===== src/sv/dsfmt_pkg.sv =====
// ----------------------------------------------------------------------------
// dsfmt_pkg
// Shared types, constants and register indexes of the double-precision
// twister random generator.
// ----------------------------------------------------------------------------
`timescale 1ns / 1ps
`default_nettype none

package dsfmt_pkg;

  // Field widths
  localparam int WORD_W      = 64;
  localparam int OUT_W       = 52;
  localparam int FILL_W      = WORD_W - OUT_W;
  localparam int SHIFT_W     = 6;
  localparam int OFFSET_W    = 8;
  localparam int CFG_INDEX_W = 3;
  localparam int CFG_DATA_W  = 52;

  // Defaults for the top-level parameters
  localparam int STATE_ENTRIES_DEF = 192;
  localparam int RIGHT_SHIFT_A_DEF = 12;
  localparam int HIGH_FILL_DEF     = 0;

  // Seeding multiplier, split into 32-bit halves
  localparam logic [WORD_W-1:0] SEED_MULT    = 64'd6364136223846793005;
  localparam logic [31:0]       SEED_MULT_LO = SEED_MULT[31:0];
  localparam logic [31:0]       SEED_MULT_HI = SEED_MULT[63:32];

  // Register reset values
  localparam logic [OFFSET_W-1:0] PICK_OFFSET_RST   = 8'd1;
  localparam logic [SHIFT_W-1:0]  LEFT_SHIFT_B_RST  = 6'd31;
  localparam logic [SHIFT_W-1:0]  LEFT_SHIFT_C_RST  = 6'd31;
  localparam logic [SHIFT_W-1:0]  RIGHT_SHIFT_C_RST = 6'd12;
  localparam logic [WORD_W-1:0]   MASK_LOW_FULL     = 64'hedfffffbfffbffbd;
  localparam logic [WORD_W-1:0]   MASK_HIGH_FULL    = 64'haefeffd36dfdffdf;
  localparam logic [OUT_W-1:0]    MASK_LOW_RST      = MASK_LOW_FULL[OUT_W-1:0];
  localparam logic [OUT_W-1:0]    MASK_HIGH_RST     = MASK_HIGH_FULL[OUT_W-1:0];

  // Register indexes
  localparam logic [CFG_INDEX_W-1:0] REG_PICK_OFFSET   = 3'd0;
  localparam logic [CFG_INDEX_W-1:0] REG_LEFT_SHIFT_B  = 3'd1;
  localparam logic [CFG_INDEX_W-1:0] REG_LEFT_SHIFT_C  = 3'd2;
  localparam logic [CFG_INDEX_W-1:0] REG_RIGHT_SHIFT_C = 3'd3;
  localparam logic [CFG_INDEX_W-1:0] REG_MASK_B_LOW    = 3'd4;
  localparam logic [CFG_INDEX_W-1:0] REG_MASK_B_HIGH   = 3'd5;
  localparam logic [CFG_INDEX_W-1:0] REG_MASK_C_LOW    = 3'd6;
  localparam logic [CFG_INDEX_W-1:0] REG_MASK_C_HIGH   = 3'd7;

  // Operation and output mode codes
  localparam logic OP_GENERATE     = 1'b0;
  localparam logic OP_SEED         = 1'b1;
  localparam logic MODE_SAME_ENTRY = 1'b0;
  localparam logic MODE_SPLIT      = 1'b1;

  // Input item as seen on the push side
  typedef struct packed {
    logic             op;
    logic [OUT_W-1:0] seed;
    logic             out_mode;
  } item_t;

  // Result item as seen on the pop side
  typedef struct packed {
    logic [OUT_W-1:0] word_a;
    logic [OUT_W-1:0] word_b;
  } result_t;

  // Classified command handed from front to back
  typedef struct packed {
    logic             is_seed;
    logic [OUT_W-1:0] seed;
    logic             out_mode;
  } cmd_t;

  // Queue-head status from front to back
  typedef struct packed {
    logic valid;
    cmd_t cmd;
  } cmd_link_t;

  // One ring entry: two 64-bit words
  typedef struct packed {
    logic [WORD_W-1:0] w1;
    logic [WORD_W-1:0] w0;
  } entry_t;

  // Configuration register bank
  typedef struct packed {
    logic [OFFSET_W-1:0] pick_offset;
    logic [SHIFT_W-1:0]  left_shift_b;
    logic [SHIFT_W-1:0]  left_shift_c;
    logic [SHIFT_W-1:0]  right_shift_c;
    logic [OUT_W-1:0]    mask_b_low;
    logic [OUT_W-1:0]    mask_b_high;
    logic [OUT_W-1:0]    mask_c_low;
    logic [OUT_W-1:0]    mask_c_high;
  } cfg_t;

endpackage

`default_nettype wire


===== src/sv/dsfmt_res_queue.sv =====
// ----------------------------------------------------------------------------
// dsfmt_res_queue
// Two-entry result queue between the back end and the pop side.
// ----------------------------------------------------------------------------
`timescale 1ns / 1ps
`default_nettype none

module dsfmt_res_queue (
  input  wire logic                clk,
  input  wire logic                rst,
  input  wire logic                in_push,
  input  wire dsfmt_pkg::result_t  in_res,
  output logic                     room,
  output logic                     empty,
  input  wire logic                pop,
  output dsfmt_pkg::result_t       result
);
  import dsfmt_pkg::*;

  result_t    slots [2];
  logic       wr_sel;
  logic       rd_sel;
  logic [1:0] count;
  logic       do_pop;

  assign room   = (count != 2'd2);
  assign empty  = (count == 2'd0);
  assign result = slots[rd_sel];
  assign do_pop = pop && !empty;

  // Store the result beat
  always_ff @(posedge clk) begin
    if (in_push) begin
      slots[wr_sel] <= in_res;
    end
  end

  // Advance pointers and occupancy
  always_ff @(posedge clk) begin
    if (rst) begin
      wr_sel <= 1'b0;
      rd_sel <= 1'b0;
      count  <= 2'd0;
    end else begin
      if (in_push) begin
        wr_sel <= !wr_sel;
      end
      if (do_pop) begin
        rd_sel <= !rd_sel;
      end
      case ({in_push, do_pop})
        2'b10:   count <= count + 2'd1;
        2'b01:   count <= count - 2'd1;
        default: count <= count;
      endcase
    end
  end

endmodule

`default_nettype wire


===== config.mk =====
export PLATFORM = sky130hd
export DESIGN_NAME = dsfmt_res_queue
export DESIGN_NICKNAME = d
export VERILOG_FILES = /design/src/sv/dsfmt_pkg.sv /design/src/sv/dsfmt_res_queue.sv
export SDC_FILE = /design/constraint.sdc
export NUM_CORES = 1
export LEC_CHECK = 0
export CORE_MARGIN = 4
export CORE_UTILIZATION = 62
export DETAILED_ROUTE_END_ITERATION = 8
export DONT_BUFFER_PORTS = 1
export PLACE_DENSITY_LB_ADDON = 0.08
export SETUP_SLACK_MARGIN = 0.3
export SYNTH_ARGS = -nofsm -noshare
export SYNTH_HDL_FRONTEND = slang
export SYNTH_SLANG_ARGS = --single-unit

===== constraint.sdc =====
create_clock -name clk -period 7.6 [get_ports clk]
set_clock_uncertainty 0.2 [all_clocks]
set_input_delay 0.76 -clock clk [delete_from_list [all_inputs] [get_ports clk]]
set_output_delay 0.76 -clock clk [all_outputs]
set_load 0.1 [all_outputs]

==> results of run 1 <==
## critical path: cells and delay by family (launching register included)
family	cells	cell delay [ns]
flops	1	0.66
mux	1	0.88
buf+inv	1	0.77
## power groups by stage
stage | Sequential (µW) | Clock (µW) | Combinational [µW]
final | 1430 | 968 | 1380
after floorplan | 1420 | 0 | 1370
after global placement | 1450 | 0 | 1390
after CTS | 1430 | 990 | 1390
after detailed placement | 1450 | 0 | 1390
after global routing | 1440 | 1050 | 1410
## logic make-up after synthesis
logic type	after synthesis	share of synthesized area (%)
buffers and inverters	13	1.376
DFF	213	82.08
and+or+nand+nor	9	0.5342
adders and majority gates	1	0.1618
xor gates and xnor gates	4	0.4532
AOI/OAI and AO/OA	3	0.2427
muxes	104	15.15
## through the flow
stage	instances	hold slack (ns)	worst slack [ns]	utilization, %	power (µW)
2_1_floorplan	347	0.2785	1.654	-	2795
3_3_place_gp	506	0.2941	4.229	65.04	2840
3_5_place_dp	506	0.3388	4.221	65.04	2847
4_1_cts	543	0.1167	3.697	70.44	3815
5_1_grt	543	0.1129	3.578	70.44	3898
6_report	543	0.1282	3.748	70.44	3779
## placed cells by master (no fill, tap or decap), types with 2 or more instances in the layout
| cell type | synthesis | routed |
|---|---|---|
| edfxtp_1 | 208 | 208 |
| mux2_1 | 104 | 104 |
| clkbuf_16 | 0 | 21 |
| clkinv_1 | 0 | 5 |
| nor2_1 | 6 | 4 |
| clkbuf_1 | 1 | 4 |
| dfxtp_1 | 5 | 4 |
| xnor2_1 | 3 | 3 |
| buf_4 | 0 | 3 |
| clkinv_2 | 0 | 2 |
| bufinv_16 | 0 | 2 |
## flip-flops by register name, summed over array words and instances (netlist names), named ones only
| signal | flops |
|---|---|
| wr_sel | 1 |
| count | 2 |
| rd_sel | 1 |
| slots | 208 |
## per-layer routing
metal	GRT usage, %	up-vias	routed length, µm
li1	-	1394	-
met2	29.94	143	6385
met5	1.103	-	0
met3	9.566	21	1682
met4	4.653	0	289
met1	19.11	1510	4229
## worst paths after layout
path,startpoint,endpoint,slack [ns],cells past startpoint
worst max-delay path,flip-flop,result[73],3.75,2
worst min-delay path,rst,flip-flop,0.13,1
worst max register to register,wr_sel,slots[0][35],4.93,2
worst min register to register,rd_sel,flip-flop,0.34,2
## layout make-up
class	count	area share (%)
sequential	213	74.42
clock inverter	12	1.335
inverter	1	0.04399
timing repair buffer	3	0.2640
clock buffer	25	6.335
multi-input combinational	121	15.13
tap	168	2.464
==> reports/metrics.yaml, run 1 <==
fill_cells: 747
dr_total_vias: 3068
drc: 0
synth_edf_count: 208
nets: 470
ys_async_sr_fraction_pct: 0
wl_per_cell_um: 23.18
synth.area.top_cells: "edfxtp_1 (81%), mux2_1 (15%), dfxtp_1 (1.3%), buf_6 (1.0%), xnor2_1 (0.34%)"
power_frac_seq_pct: 37.8
antenna_found_initial: 0
grt_pass1_vias: 3400
regArea_um2: 6350
p_sw_uw: 1685
grt_pass1_wl_um: 19260
synth_top_area_share_pct: 80.79
syn_nets: 456
cp-end-kind: "output port"
grt_overflow_total: 0
drt_pass1_iterations: 4
grt_start_max_net_pins: 69
start_kind: "flip-flop"
post_cts_buffers: 0
grtUsageTotal_pct: 17.58
diodes: 0
clockBufferDepth: 3
cts.sinks: 213
ys_top_cells_by_count: "edfxtp_1 (208), mux2_1 (104), buf_6 (7)"
die_h_um: 119.7
final_area_um2: 8532
irDropWorstVdd_mv: 0.2885
status: "complete, no violations"
fp.dieW_um: 119.7
postPlaceCellArea_um2: 7878
syn-cell-area_um2: 7731
io_buffers: 0
synth.most_common_cell: "edfxtp_1"
drive_gt1_share_pct: 9.600
max_stage_delay_ns: 0.88
postRouteWirelength_um: 12590
core_um2: 12110
synth_cells: 347
clk_latency_ns: 0.49
drt_iter0_drc: 214
cts_tree: "yes"
area_growth_pct: 10.36
die-area_um2: 14320
hold_viol: 0
gp_congestion: 0.7085
power.share.clock_pct: 25.6
crit_required_ns: 6.64
synth_top_cell_by_area: "edfxtp_1"
cts_root_buffer: "clkbuf_16"
cts_buffers: 21
path_clk_slew_ns: 0.06
ctsHoldBuffers: 0
synth_seq_cells: 213
yosysWarnings: 0
p_sw_share_pct: 44.59
syn-mean-instance-area_um2: 22.28
hp-class: "in2reg"
crit_path_cell_trace: "buf_4 > mux2_1"
maxSlewHeadroom_pct: 25.65
ctsResizeCount: 0
rsz0062_at_grt: "no"
crit_type: "reg2out"
cp_data_arrival_time_ns: 2.89
finalSetupViolations: 0
viasPerCell: 5.650
num_rows: 40
ys_types: 17
p_leak_uw: 0.002783
dp_hpwl_um: 8257
worst-slew-pin-transition_ns: 1.113
ant_nets: 0
io-pin-count: 214
ys_seq_area_share_pct: 82.08
cts_max_level: 1
p_int_uw: 2094
power.density_nw_per_um2: 442.9
maxCapViolCount: 0
combPwrFrac_pct: 36.6
multi_input_area_um2: 1291
min_period_ns: 3.852
clock.fmax_mhz: 259.6
drv_slew: 0
setup_tns_ns: 0
start_util_pct: 63.83
crit_path_max_fanout: 68
min_period_over_period_pct: 50.69
ys.flop_type: "edfxtp_1"
cpMaxStageDelayCell: "mux2_1"
(Power assumes the default switching activity.)
==> run 2: changes to the inputs <==
==> constraint.sdc (replaced) <==
create_clock -name clk -period 4 [get_ports clk]
set_clock_uncertainty 0.2 [all_clocks]
set_input_delay 0.4 -clock clk [delete_from_list [all_inputs] [get_ports clk]]
set_output_delay 0.4 -clock clk [all_outputs]
set_load 0.1 [all_outputs]
==> run 2 against run 1 <==
Compared with the run above:
- cell count grew 20%
- global-route usage grew 2.4 points
- die area is the same
- critical endpoint is now result[6]
- largest cell class unchanged
- largest power group unchanged
- highest routed layer unchanged
==> reports/metrics.yaml, run 2 (same netlist as run 1, synthesis figures left out) <==
gp_congestion: 0.6892
start_util_pct: 63.83
layout_commonest_cell: "edfxtp_1"
post_cts_buffers: 0
hp-class: "in2reg"
largest_register_ffs: 208
top_register: "slots"
area_growth_pct: 23.68
die_h_um: 119.7
min_period_ns: 3.065
dr_total_vias: 3578
grt_pass1_wl_um: 22140
cts.sinks: 213
regArea_um2: 6350
path_clk_slew_ns: 0.06
num_rows: 40
ff2ff_path_depth: 2
maxCapViolCount: 0
grt_start_max_net_pins: 67
fp.dieW_um: 119.7
start_kind: "flip-flop"
multi_input_area_um2: 1291
hold_viol: 0
clockBufferDepth: 3
grtUsageTotal_pct: 20.03
min_path_cells: 3
cts_tree: "yes"
wl_per_cell_um: 22.06
p_leak_uw: 0.003220
postRouteWirelength_um: 14360
crit_path_max_fanout: 47
worst-slew-pin-transition_ns: 1.101
rsz0062_at_grt: "no"
top_regs: "slots x208, count x2"
post-route-util_pct: 78.95
layout_common_cells: "edfxtp_1 (208), dlygate4sd3_1 (106), mux2_1 (104), clkbuf_16 (21)"
maxSlewHeadroom_pct: 26.51
cts_max_level: 1
die-area_um2: 14320
drt_pass1_iterations: 4
antenna_found_initial: 0
cts_buffers: 21
io-pin-count: 214
core_um2: 12110
drv_slew: 0
drt_iter0_drc: 258
clk_latency_ns: 0.47
clock.fmax_mhz: 326.3
grt_pass1_vias: 3804
pre_cts_slack_ns: 1.418
finalSetupViolations: 0
ant_nets: 0
cp_data_arrival_time_ns: 2.46
viasPerCell: 5.496
grt_overflow_total: 0
diodes: 0
cp-end-kind: "output port"
setup_slack_ns: 0.9353
crit_required_ns: 3.40
setup_tns_ns: 0
fill_cells: 668
cts_root_buffer: "clkbuf_16"
drive_gt1_share_pct: 7.660
irDropWorstVdd_mv: 0.5929
dp_hpwl_um: 8455
nets: 579
io_buffers: 0
drc: 0
timing.hold.ws_ns: 0.05346
power_uw: 7172
crit_type: "reg2out"
status: "complete, no violations"
min_period_over_period_pct: 76.62
power.density_nw_per_um2: 750.1
run 2: area by class of cell:
cell class | count | share of cell area, %
clock inverters | 10 | 0.4580
flip-flops and latches | 213 | 66.41
well taps | 168 | 2.198
clock buffers | 26 | 5.692
inverters | 1 | 0.03926
multi-input cells | 121 | 13.50
repair buffers | 112 | 11.70
run 2: worst max-delay path, cell delays in order (launching register included):
cell,delay (ns)
dfxtp_4,0.80
buf_4,0.38
mux2_1,0.80
run 2: routing by layer:
| layer | vias to the layer above | share of wire, % | global-route usage [%] |
|---|---|---|---|
| li1 | 1613 | - | - |
| met1 | 1788 | 38 | 25.81 |
| met2 | 153 | 52 | 33.69 |
| met3 | 24 | 8.1 | 5.938 |
| met4 | 0 | 2.4 | 5.369 |
| met5 | - | 0 | 0 |
run 2: final timing paths:
check | start | endpoint | slack (ns)
setup / recovery | flip-flop | result[6] | 0.94
setup reg to reg | wr_sel | slots[1][44] | 1.87
hold / removal | pop | rd_sel | 0.05
hold reg to reg | rd_sel | rd_sel | 0.33
run 2: per-stage QoR:
step	instance area, µm²	std cells
global route	9562	651
finish	9562	651
floorplan	7739	347
CTS	9562	651
detailed placement	7913	509
global placement	7913	509
run 2: timing repair:
item	in CTS	in global routing
resized for setup	0	0
hold endpoints to repair	213	0
hold buffers	106	0
run 2: power breakdown:
part,internal (µW),leakage [µW],total (µW),switching [µW]
Sequential,2620,0.00199,2740,117
Clock,959,0.000292,1690,735
Combinational,350,0.000934,2740,2390
