<file path="src/sv/dsfmt_pkg.sv">
// ----------------------------------------------------------------------------
// dsfmt_pkg
// Shared types, constants and register indexes of the double-precision
// twister random generator.
// ----------------------------------------------------------------------------
`timescale 1ns / 1ps
`default_nettype none

package dsfmt_pkg;

  // Field widths
  localparam int WORD_W      = 64;
  localparam int OUT_W       = 52;
  localparam int FILL_W      = WORD_W - OUT_W;
  localparam int SHIFT_W     = 6;
  localparam int OFFSET_W    = 8;
  localparam int CFG_INDEX_W = 3;
  localparam int CFG_DATA_W  = 52;

  // Defaults for the top-level parameters
  localparam int STATE_ENTRIES_DEF = 192;
  localparam int RIGHT_SHIFT_A_DEF = 12;
  localparam int HIGH_FILL_DEF     = 0;

  // Seeding multiplier, split into 32-bit halves
  localparam logic [WORD_W-1:0] SEED_MULT    = 64'd6364136223846793005;
  localparam logic [31:0]       SEED_MULT_LO = SEED_MULT[31:0];
  localparam logic [31:0]       SEED_MULT_HI = SEED_MULT[63:32];

  // Register reset values
  localparam logic [OFFSET_W-1:0] PICK_OFFSET_RST   = 8'd1;
  localparam logic [SHIFT_W-1:0]  LEFT_SHIFT_B_RST  = 6'd31;
  localparam logic [SHIFT_W-1:0]  LEFT_SHIFT_C_RST  = 6'd31;
  localparam logic [SHIFT_W-1:0]  RIGHT_SHIFT_C_RST = 6'd12;
  localparam logic [WORD_W-1:0]   MASK_LOW_FULL     = 64'hedfffffbfffbffbd;
  localparam logic [WORD_W-1:0]   MASK_HIGH_FULL    = 64'haefeffd36dfdffdf;
  localparam logic [OUT_W-1:0]    MASK_LOW_RST      = MASK_LOW_FULL[OUT_W-1:0];
  localparam logic [OUT_W-1:0]    MASK_HIGH_RST     = MASK_HIGH_FULL[OUT_W-1:0];

  // Register indexes
  localparam logic [CFG_INDEX_W-1:0] REG_PICK_OFFSET   = 3'd0;
  localparam logic [CFG_INDEX_W-1:0] REG_LEFT_SHIFT_B  = 3'd1;
  localparam logic [CFG_INDEX_W-1:0] REG_LEFT_SHIFT_C  = 3'd2;
  localparam logic [CFG_INDEX_W-1:0] REG_RIGHT_SHIFT_C = 3'd3;
  localparam logic [CFG_INDEX_W-1:0] REG_MASK_B_LOW    = 3'd4;
  localparam logic [CFG_INDEX_W-1:0] REG_MASK_B_HIGH   = 3'd5;
  localparam logic [CFG_INDEX_W-1:0] REG_MASK_C_LOW    = 3'd6;
  localparam logic [CFG_INDEX_W-1:0] REG_MASK_C_HIGH   = 3'd7;

  // Operation and output mode codes
  localparam logic OP_GENERATE     = 1'b0;
  localparam logic OP_SEED         = 1'b1;
  localparam logic MODE_SAME_ENTRY = 1'b0;
  localparam logic MODE_SPLIT      = 1'b1;

  // Input item as seen on the push side
  typedef struct packed {
    logic             op;
    logic [OUT_W-1:0] seed;
    logic             out_mode;
  } item_t;

  // Result item as seen on the pop side
  typedef struct packed {
    logic [OUT_W-1:0] word_a;
    logic [OUT_W-1:0] word_b;
  } result_t;

  // Classified command handed from front to back
  typedef struct packed {
    logic             is_seed;
    logic [OUT_W-1:0] seed;
    logic             out_mode;
  } cmd_t;

  // Queue-head status from front to back
  typedef struct packed {
    logic valid;
    cmd_t cmd;
  } cmd_link_t;

  // One ring entry: two 64-bit words
  typedef struct packed {
    logic [WORD_W-1:0] w1;
    logic [WORD_W-1:0] w0;
  } entry_t;

  // Configuration register bank
  typedef struct packed {
    logic [OFFSET_W-1:0] pick_offset;
    logic [SHIFT_W-1:0]  left_shift_b;
    logic [SHIFT_W-1:0]  left_shift_c;
    logic [SHIFT_W-1:0]  right_shift_c;
    logic [OUT_W-1:0]    mask_b_low;
    logic [OUT_W-1:0]    mask_b_high;
    logic [OUT_W-1:0]    mask_c_low;
    logic [OUT_W-1:0]    mask_c_high;
  } cfg_t;

endpackage

`default_nettype wire

</file>
<file path="src/sv/dsfmt_front.sv">
// ----------------------------------------------------------------------------
// dsfmt_front
// Input side: accepts items, classifies them as seed or generate commands and
// holds them in a two-entry command queue for the back end.
// ----------------------------------------------------------------------------
`timescale 1ns / 1ps
`default_nettype none

module dsfmt_front (
  input  wire logic              clk,
  input  wire logic              rst,
  input  wire logic              push,
  output logic                   full,
  input  wire dsfmt_pkg::item_t  item,
  output dsfmt_pkg::cmd_link_t   link,
  input  wire logic              take
);
  import dsfmt_pkg::*;

  cmd_t       slots [2];
  logic       wr_sel;
  logic       rd_sel;
  logic [1:0] count;
  logic       do_push;
  logic       do_take;
  cmd_t       incoming;

  // Classify the incoming beat
  always_comb begin
    incoming.is_seed  = (item.op == OP_SEED);
    incoming.seed     = item.seed;
    incoming.out_mode = item.out_mode;
  end

  assign full       = (count == 2'd2);
  assign do_push    = push && !full;
  assign link.valid = (count != 2'd0);
  assign link.cmd   = slots[rd_sel];
  assign do_take    = take && link.valid;

  // Store the payload
  always_ff @(posedge clk) begin
    if (do_push) begin
      slots[wr_sel] <= incoming;
    end
  end

  // Advance pointers and occupancy
  always_ff @(posedge clk) begin
    if (rst) begin
      wr_sel <= 1'b0;
      rd_sel <= 1'b0;
      count  <= 2'd0;
    end else begin
      if (do_push) begin
        wr_sel <= !wr_sel;
      end
      if (do_take) begin
        rd_sel <= !rd_sel;
      end
      case ({do_push, do_take})
        2'b10:   count <= count + 2'd1;
        2'b01:   count <= count - 2'd1;
        default: count <= count;
      endcase
    end
  end

endmodule

`default_nettype wire

</file>
<file path="config.mk">
export PLATFORM = sky130hd
export DESIGN_NAME = dsfmt_front
export DESIGN_NICKNAME = d
export VERILOG_FILES = /design/src/sv/dsfmt_pkg.sv /design/src/sv/dsfmt_front.sv
export SDC_FILE = /design/constraint.sdc
export NUM_CORES = 1
export LEC_CHECK = 0
export ABC_AREA = 1
export BUFFER_PORTS_ARGS = -buffer_cell sky130_fd_sc_hd__buf_2
export CAP_MARGIN = 20
export CORE_MARGIN = 2
export CORE_UTILIZATION = 34
export DETAILED_ROUTE_END_ITERATION = 16
export SYNTH_ARGS = -nofsm -noshare
export SYNTH_HDL_FRONTEND = slang
export SYNTH_SLANG_ARGS = --single-unit
</file>
<file path="constraint.sdc">
create_clock -name clk -period 4.85 [get_ports clk]
set_clock_uncertainty 0.05 [all_clocks]
set_input_delay 0.97 -clock clk [delete_from_list [all_inputs] [get_ports clk]]
set_output_delay 0.97 -clock clk [all_outputs]
set_load 0.005 [all_outputs]
</file>
==> summary.txt, run 1 <==
Status
  • Status: finished, final reports clean

Drt
  • DR DRC count: 0
  • 1st-iter DRT viols: 110
  • Post-DRT Antenna Nets: 0
  • WL final: 7580 um
  • Vias per cell: 4.23
  • WL per Instance: 14.5 um
  • DRT Pass-1 Iters: 4
  • Vias: 2206

Pwr
  • Switching Fraction: 22.5%
  • Internal power: 2.26 mW
  • Clk pwr share: 41.2%
  • P_leak: 2.27 nW
  • Sequential fraction of design power: 43.9%
  • Psw: 0.655 mW
  • P per Cell Area: 513 nW/um^2
  • Worst VDD drop: 0.000226 V
  • Logic pwr share: 14.9%

Clocking
  • CTS clk-pin slew, worst paths: 0.05 ns
  • Post-CTS Setup Bufs: 0
  • Sink Count: 113
  • Post-cts resize count: 0
  • CTS Buf Count: 17
  • CTS tree: yes
  • CTS root buf: clkbuf_16
  • Maximum clock path buffer count: 2
  • Hold buffers post-CTS: 0
  • Clock Latency Late Sink: 0.40 ns
  • H-tree lvl count: 4

Global routing
  • Vias in the first global route: 2386
  • First-pass GRT wire length: 11700 um
  • Antenna violations before repair: 1
  • Total GRT Usage: 11.2%
  • Largest net degree at the start of global routing: 55
  • Remaining global-route overflow: 0

Final layout
  • Layout cells sized above 1: 57.0%
  • Fillers: 1154
  • Final instance area: 5670 sq um
  • Register area: 3350 sq um
  • Multi-input logic area: 912 sq um
  • Final nets: 395
  • Area Growth Syn to Fin: 29.0%

Logic synthesis
  • Sequential area share after synthesis: 76.0%
  • Syn Area/Cell: 21.1 sq um
  • Syn Inst Count: 208
  • Post-Synth Adder-Cell Area: 0.285%
  • Multiplexer area fraction after synthesis: 18.1%
  • Post-Synth Simple-Gate Area: 1.85%
  • Post-synthesis register bit count: 113
  • Combinational family with the most area after synthesis: multiplexers
  • Post-synth net total: 267
  • Post-synthesis compound-gate area fraction: 0.341%
  • Netlist cell types: 13
  • Yosys warns: 0
  • XOR/XNOR Fraction of Synth Area: 0%
  • Cell Area, Synth: 4400 sq um

STA
  • Max Fclk: 326 MHz
  • Setup TNS: 0 ns
  • Fin crit share: 63.2%
  • Final Hold Vio Count: 0
  • RSZ-0062 raised after global routing: no
  • Worst Max-Slew Pin Slew: 1.04 ns
  • Final setup viols: 0
  • Slew Viols, Final: 0
  • Slew HR: 30.4%
  • Tmin final: 3.06 ns

Floorplan
  • Io pins: 114
  • Total core area: 12600 sq um
  • Die area: 13900 sq um
  • Row count: 41
  • Die Height: 118 um
  • Initial Util: 34.8%
  • Die X-Extent: 118 um

Critical path
  • CP Buf/Inv Count: 1
  • Worst EP arrival: 2.04 ns
  • Worst EP required: 3.83 ns
  • Setup CP Type: reg -> out
  • CP Cell Sequence: mux2_2, buf_2
  • Max FO, Critical Path: 54
  • Crit path max-delay family: flip-flops
  • Critical Path Source Type: flop
  • Critical-path top delay cell: dfxtp_4
  • Max stage delay on crit path: 0.98 ns
  • RR Startpoint: count[0]
  • Crit. End Element: output port

Worst hold path
  • Hold path startpoint: rd_sel
  • Min-Delay Path Class: reg -> reg

Place
  • GPL Wtd Cong: 0.740
  • # port buffers: 113
  • Placed cell area: 5090 sq um
  • Dpl hpwl: 4810 um

Job
  • Max-cap violations: 0
==> sequential cells by signal, summed over array words and instances (netlist names), named ones only <==
register,flops
rd_sel,1
wr_sel,1
slots,108
count,2
==> layer usage <==
layer | part of all wire, % | up-vias | track usage (%)
met5 | 0 | - | 0
met4 | 1.6 | 0 | 5.27
met3 | 6.2 | 12 | 5.04
met2 | 49 | 77 | 18.3
met1 | 43 | 1063 | 12.6
li1 | - | 1054 | -
==> path summary, 6_finish.rpt <==
check | to | slack [ns] | cells after the start
hold / removal | flop | 0.45 | 2
setup / recovery | link[47] | 1.79 | 2
setup reg to reg | slots[0][21] | 2.50 | 5
hold reg to reg | flop | 0.45 | 2
==> power groups by stage <==
stage               Combinational [mW]  Sequential, mW  Clock [mW]
floorplan                        0.352            1.24           0
global placement                 0.437            1.29           0
detailed placement               0.443            1.30           0
CTS                              0.445            1.28        1.23
global route                     0.472            1.29        1.27
finish                           0.434            1.28        1.20
==> metrics by stage <==
step | worst slack [ns] | hold WS (ns) | utilization (%) | total power, mW | std cells
floorplan | 0.851 | 0.415 | - | 1.59 | 208
global placement | 1.83 | 0.430 | 40.4 | 1.73 | 489
detailed placement | 1.78 | 0.444 | 40.4 | 1.74 | 489
CTS | 1.74 | 0.456 | 44.9 | 2.96 | 521
global route | 1.69 | 0.484 | 44.9 | 3.04 | 521
finish | 1.79 | 0.449 | 44.9 | 2.91 | 522
==> Yosys cell counts <==
| master | number | area [sq um] |
|---|---|---|
| a21oi_1 | 1 | 5.00 |
| nor2_1 | 12 | 45.0 |
| mux2_4 | 50 | 751 |
| nand4_1 | 1 | 6.26 |
| o21ai_0 | 2 | 10.0 |
| buf_6 | 1 | 11.3 |
| buf_12 | 5 | 100 |
| ha_1 | 1 | 12.5 |
| inv_1 | 10 | 37.5 |
| edfxtp_1 | 108 | 3240 |
| dfxtp_1 | 5 | 100 |
| nand2_1 | 8 | 30.0 |
| mux2_2 | 4 | 45.0 |
==> cells by family (layout without fill, tap and decap cells) <==
logic type / after synthesis / count (layout)
AO/OA/AOI/OAI: 3 / 3
other: 0 / 1
flip-flops: 113 / 113
buffers and inverters: 16 / 157
adder cells (fa/ha/maj): 1 / 1
AND/OR/NAND/NOR: 21 / 21
multiplexers: 54 / 54
==> worst register-to-register path, cell delays in order, from the launching register on <==
cell	delay, ns
dfxtp_1	0.37
nor2_1	0.08
nor2_1	0.16
inv_1	0.11
nor2_4	0.80
buf_4	0.45
==> cell type report <==
cell class / count / share of cell area (%)
Sequential cell: 113 / 59.0
Multi-Input combinational cell: 79 / 16.1
Timing Repair Buffer: 115 / 10.2
Clock buffer: 19 / 7.63
Tap cell: 172 / 3.79
Clock inverter: 13 / 2.54
Inverter: 10 / 0.662
Antenna cell: 1 / 0.0441
==> layout by cell type, fill, tap and decap left out <==
cell	n
bufinv_16	3
diode_2	1
nand2_1	8
mux2_4	50
buf_2	113
nor2_4	1
a21oi_1	1
inv_1	9
clkbuf_1	2
dfxtp_1	4
clkinv_2	5
dfxtp_4	1
mux2_2	4
inv_2	1
nor2_1	11
clkinv_4	2
clkbuf_16	17
nand4_1	1
o21ai_0	2
edfxtp_1	108
ha_1	1
buf_4	2
clkinv_1	3
Note: power is estimated with default switching activity, not from simulation.
==> run 2, diff against run 1 <==
Settings changed: ABC_AREA 1 to 0.
Clock period 4.85 ns to 2.89 ns, I/O delays scaled along.
==> summary.txt, run 2 <==
Status
  • Status: finished, final reports clean

Place
  • GPL Wtd Cong: 0.683
  • Placed cells: 451
  • # port buffers: 113
  • Dpl hpwl: 4340 um
  • DP Worst Slack: 0.894 ns
  • Placed cell area: 4890 sq um

Floorplan
  • Io pins: 114
  • Die area: 13000 sq um
  • Row count: 40
  • Total core area: 11900 sq um
  • Die Height: 114 um
  • Die X-Extent: 114 um
  • Initial Util: 34.5%

Final layout
  • Max reg flops: 108
  • Regs by FF count: slots: 108 flops, count: 2 flops
  • Commonest non-fill, non-tap cell in the layout: buf_2
  • Final Instance Count excl. Fillers: 483
  • Most flop-heavy register: slots
  • Area Growth Syn to Fin: 31.6%
  • Final instance area: 5400 sq um
  • Final nets: 382
  • Diode count: 0
  • Layout cells sized above 1: 59.2%
  • Fin util: 45.4%
  • Most frequent cells in the layout: buf_2 (113), edfxtp_1 (108), mux2_2 (54), clkbuf_16 (17), clkbuf_1 (6)

STA
  • Slew HR: 67.3%
  • Final Hold Vio Count: 0
  • Slew Viols, Final: 0
  • Worst Max-Slew Pin Slew: 0.491 ns
  • Setup TNS: 0 ns
  • Final setup viols: 0
  • WHS: 0.312 ns
  • Final worst slack: 0.693 ns
  • Max Fclk: 455 MHz
  • Tmin final: 2.20 ns
  • RSZ-0062 raised after global routing: no
  • Fin crit share: 76.0%

Drt
  • DRT Pass-1 Iters: 5
  • WL final: 6970 um
  • 1st-iter DRT viols: 69
  • DR DRC count: 0
  • Vias: 2140
  • Vias per cell: 4.43
  • Post-DRT Antenna Nets: 0
  • WL per Instance: 14.4 um

Pwr
  • Design Power: 5.00 mW
  • Worst VDD drop: 0.000503 V
  • P per Cell Area: 925 nW/um^2
  • P_leak: 2.04 nW

Logic synthesis
  • Main synth FF type: edfxtp_1
  • Combinational family with the most area after synthesis: multiplexers
  • Area leader, netlist: edfxtp_1
  • Syn Inst Count: 194
  • Post-synthesis compound-gate area fraction: 0.670%
  • Multiplexer area fraction after synthesis: 14.8%
  • Netlist cell types: 18
  • Async set-or-reset flop fraction in the synthesized netlist: 0%
  • Post-synth top cells: edfxtp_1 (108), mux2_2 (54), buf_2 (6), dfxtp_1 (5), nor2_1 (3)
  • Syn Area/Cell: 21.2 sq um
  • Cell Area, Synth: 4110 sq um
  • Post-synth net total: 253
  • Post-synthesis register bit count: 113
  • Post-Synth Simple-Gate Area: 1.19%
  • Sequential area share after synthesis: 81.4%
  • Number of synthesized flops with an enable pin: 108
  • XOR/XNOR Fraction of Synth Area: 0.640%
  • Leading post-synthesis cells by cell area: edfxtp_1 (79%), mux2_2 (15%), dfxtp_1 (2.4%), buf_2 (0.73%), xnor2_1 (0.43%)
  • Post-synth top area share: 79.0%
  • Post-Synth Adder-Cell Area: 0.305%
  • Count leader, synth: edfxtp_1
  • Yosys warns: 0

Global routing
  • First-pass GRT wire length: 10600 um
  • Vias in the first global route: 2199
  • Remaining global-route overflow: 0
  • Total GRT Usage: 11.4%
  • Antenna violations before repair: 0
  • Largest net degree at the start of global routing: 55

Critical path
  • Worst EP required: 2.26 ns
  • Max FO, Critical Path: 54
  • Critical Path Source Type: flop
  • R2R depth: 5
  • Setup CP Type: reg -> out
  • Crit. End Element: output port
  • Worst EP arrival: 1.57 ns

Clocking
  • H-tree lvl count: 4
  • Post-cts resize count: 0
  • CTS tree: yes
  • Sink Count: 113
  • Maximum clock path buffer count: 2
  • CTS root buf: clkbuf_16
  • Clock Latency Late Sink: 0.40 ns
  • CTS clk-pin slew, worst paths: 0.05 ns
  • Post-CTS Setup Bufs: 0
  • Hold buffers post-CTS: 0
  • CTS Buf Count: 17

Worst hold path
  • Worst hold path depth: 1
  • Min-Delay Path Class: in -> reg

Job
  • Max-cap violations: 0
[run 2: metal layers]
layer / GRT usage, % / vias up / routed length (um)
met3: 5.31 / 9 / 466
met2: 18.8 / 76 / 3570
met4: 6.34 / 0 / 115
li1: - / 1023 / -
met5: 0 / - / 0
met1: 12.0 / 1032 / 2820
[run 2: area by class of cell]
type,instances,area [sq um]
Tap cell,147,184
Timing Repair Buffer,116,626
Multi-Input combinational cell,72,724
Clock buffer,23,448
Sequential cell,113,3340
Clock inverter,9,66.3
Fill cell,1057,6510
Inverter,3,11.3
[run 2: critical path, cell delays in order (launching register included)]
cell,delay [ns]
dfxtp_2,0.33
buf_12,0.27
mux2_2,0.37
buf_2,0.14
[run 2: cell families after synthesis]
family	after synthesis
XOR/XNOR	3
flip-flops	113
AND/OR/NAND/NOR	9
multiplexers	54
AO/OA/AOI/OAI	5
buffers and inverters	9
adder cells (fa/ha/maj)	1
[run 2: final timing paths]
kind / start / endpoint / slack, ns
setup reg to reg: count[0] / slots[0][17] / 1.04
hold / removal: item[30] / slots[1][30] / 0.31
setup / recovery: flop / link[34] / 0.69
hold reg to reg: wr_sel / wr_sel / 0.45
[run 2: where the power goes]
| group | internal [mW] | switching [mW] | total (mW) |
|---|---|---|---|
| clock network | 1.16 | 0.629 | 1.79 |
| registers | 2.07 | 0.0643 | 2.14 |
| logic | 0.571 | 0.504 | 1.07 |
==> run 3, diff against run 2 <==
Settings changed: ABC_AREA 0 to 1.
Clock period 2.89 ns to 1.79 ns, I/O delays scaled along.
==> summary.txt, run 3 (synthesis results as in run 1) <==
Floorplan
  • Die X-Extent: 118 um
  • Io pins: 114
  • Die area: 13900 sq um
  • Total core area: 12600 sq um
  • Die Height: 118 um
  • Row count: 41
  • Initial Util: 34.8%

Global routing
  • Remaining global-route overflow: 0
  • Vias in the first global route: 2493
  • Largest net degree at the start of global routing: 34
  • First-pass GRT wire length: 12400 um
  • Antenna violations before repair: 1
  • Total GRT Usage: 12.1%

Final layout
  • Fillers: 1078
  • Layout cells sized above 1: 60.2%
  • Max reg flops: 108
  • Area Growth Syn to Fin: 42.5%
  • Final nets: 410
  • Regs by FF count: slots: 108 flops, count: 2 flops
  • Commonest non-fill, non-tap cell in the layout: edfxtp_1
  • Final Instance Count excl. Fillers: 535
  • Most flop-heavy register: slots
  • Most frequent cells in the layout: edfxtp_1 (108), buf_2 (63), mux2_4 (54), buf_6 (52), clkbuf_16 (21)

Critical path
  • Worst EP required: 1.38 ns
  • Worst EP arrival: 1.48 ns
  • Worst reg2reg endpoint: count[1]
  • Setup CP Type: reg -> out
  • Max FO, Critical Path: 8
  • Worst R2R Setup Slack: 0.34 ns
  • RR Startpoint: count[1]
  • Crit. End Element: output port
  • R2R depth: 10
  • Critical Path Source Type: flop

Drt
  • Vias: 2307
  • DR DRC count: 0
  • DRT Pass-1 Iters: 4
  • WL final: 8300 um
  • Vias per cell: 4.31
  • 1st-iter DRT viols: 100
  • Post-DRT Antenna Nets: 0
  • WL per Instance: 15.5 um

Place
  • GPL Wtd Cong: 0.703
  • Placed cells: 494
  • # port buffers: 113
  • Dpl hpwl: 5020 um

Clocking
  • Maximum clock path buffer count: 2
  • CTS clk-pin slew, worst paths: 0.05 ns
  • Sink Count: 113
  • Clock Latency Late Sink: 0.40 ns
  • CTS root buf: clkbuf_16
  • CTS Buf Count: 17
  • CTS tree: yes
  • H-tree lvl count: 4
  • Hold buffers post-CTS: 0

Pwr
  • Worst VDD drop: 0.000675 V
  • P per Cell Area: 1330 nW/um^2
  • P_leak: 2.50 nW

Worst hold path
  • Min-Delay Path Class: in -> reg
  • Hold path startpoint: item[24]
  • Endpoint, Worst Hold: slots[0][24]
  • Worst hold path depth: 1

STA
  • Slew Viols, Final: 0
  • Final Hold Vio Count: 0
  • WHS: 0.0913 ns
  • Slew HR: 80.5%
  • Worst Max-Slew Pin Slew: 0.292 ns
  • Final worst slack: -0.101 ns
  • RSZ-0062 raised after global routing: yes
  • Tmin final: 1.89 ns
  • Final setup viols: 54
  • Max Fclk: 529 MHz
  • Fin crit share: 106%

Status
  • Status: complete, but fails checks
  • Failing checks: setup timing

Job
  • Max-cap violations: 0
-- run 3: routing by layer --
metal / vias up / track usage [%] / routed length, um
met5: - / 0 / 0
met4: 0 / 5.42 / 144
met3: 15 / 6.93 / 644
met2: 82 / 19.1 / 4050
met1: 1129 / 13.1 / 3460
li1: 1081 / - / -
-- run 3: power by group --
part,internal (mW),switching [mW]
Sequential,3.24,0.0915
Combinational,1.22,0.758
Clock,2.00,1.03
-- run 3: through the flow --
step	setup WS (ns)	power, mW	util [%]	setup TNS [ns]	area, sq um
detailed placement	0.306	4.86	41.4	0	5230
floorplan	-0.0883	4.34	-	-7.36	4430
global placement	0.315	4.82	41.4	0	5230
CTS	-0.133	8.25	48.1	-4.56	6070
global route	-0.162	8.72	49.6	-7.77	6260
finish	-0.101	8.35	49.6	-4.73	6260
-- run 3: how the worst max path moves through the flow --
stage,depth (start not counted),start,slack (ns),to
floorplan,5,count[1],-0.09,slots[0][0]
global placement,3,flop,0.32,link[52]
detailed placement,6,push,0.31,slots[1][12]
CTS,3,flop,-0.13,link[52]
global route,4,flop,-0.16,link[35]
finish,4,flop,-0.10,link[35]
-- run 3: timing repair --
item                       in CTS  in global routing
gates cloned                    0                  6
gates resized for setup        50                  6
buffers inserted                0                  4
setup endpoints to repair      54                 54
-- run 3: final cells by class --
| class | count | area, sq um | area share (%) |
|---|---|---|---|
| Sequential cell | 113 | 3350 | 53.5 |
| Timing Repair Buffer | 130 | 1180 | 18.8 |
| Multi-Input combinational cell | 79 | 945 | 15.1 |
| Clock buffer | 21 | 440 | 7.03 |
| Tap cell | 172 | 215 | 3.44 |
| Clock inverter | 9 | 92.6 | 1.48 |
| Inverter | 10 | 41.3 | 0.659 |
| Antenna cell | 1 | 2.50 | 0.0399 |
-- run 3: critical path, stage by stage, from the launching register on --
cell and delay [ns]:
dfxtp_4 0.37, buf_8 0.14, buf_12 0.14, mux2_4 0.31
buf_6 0.12
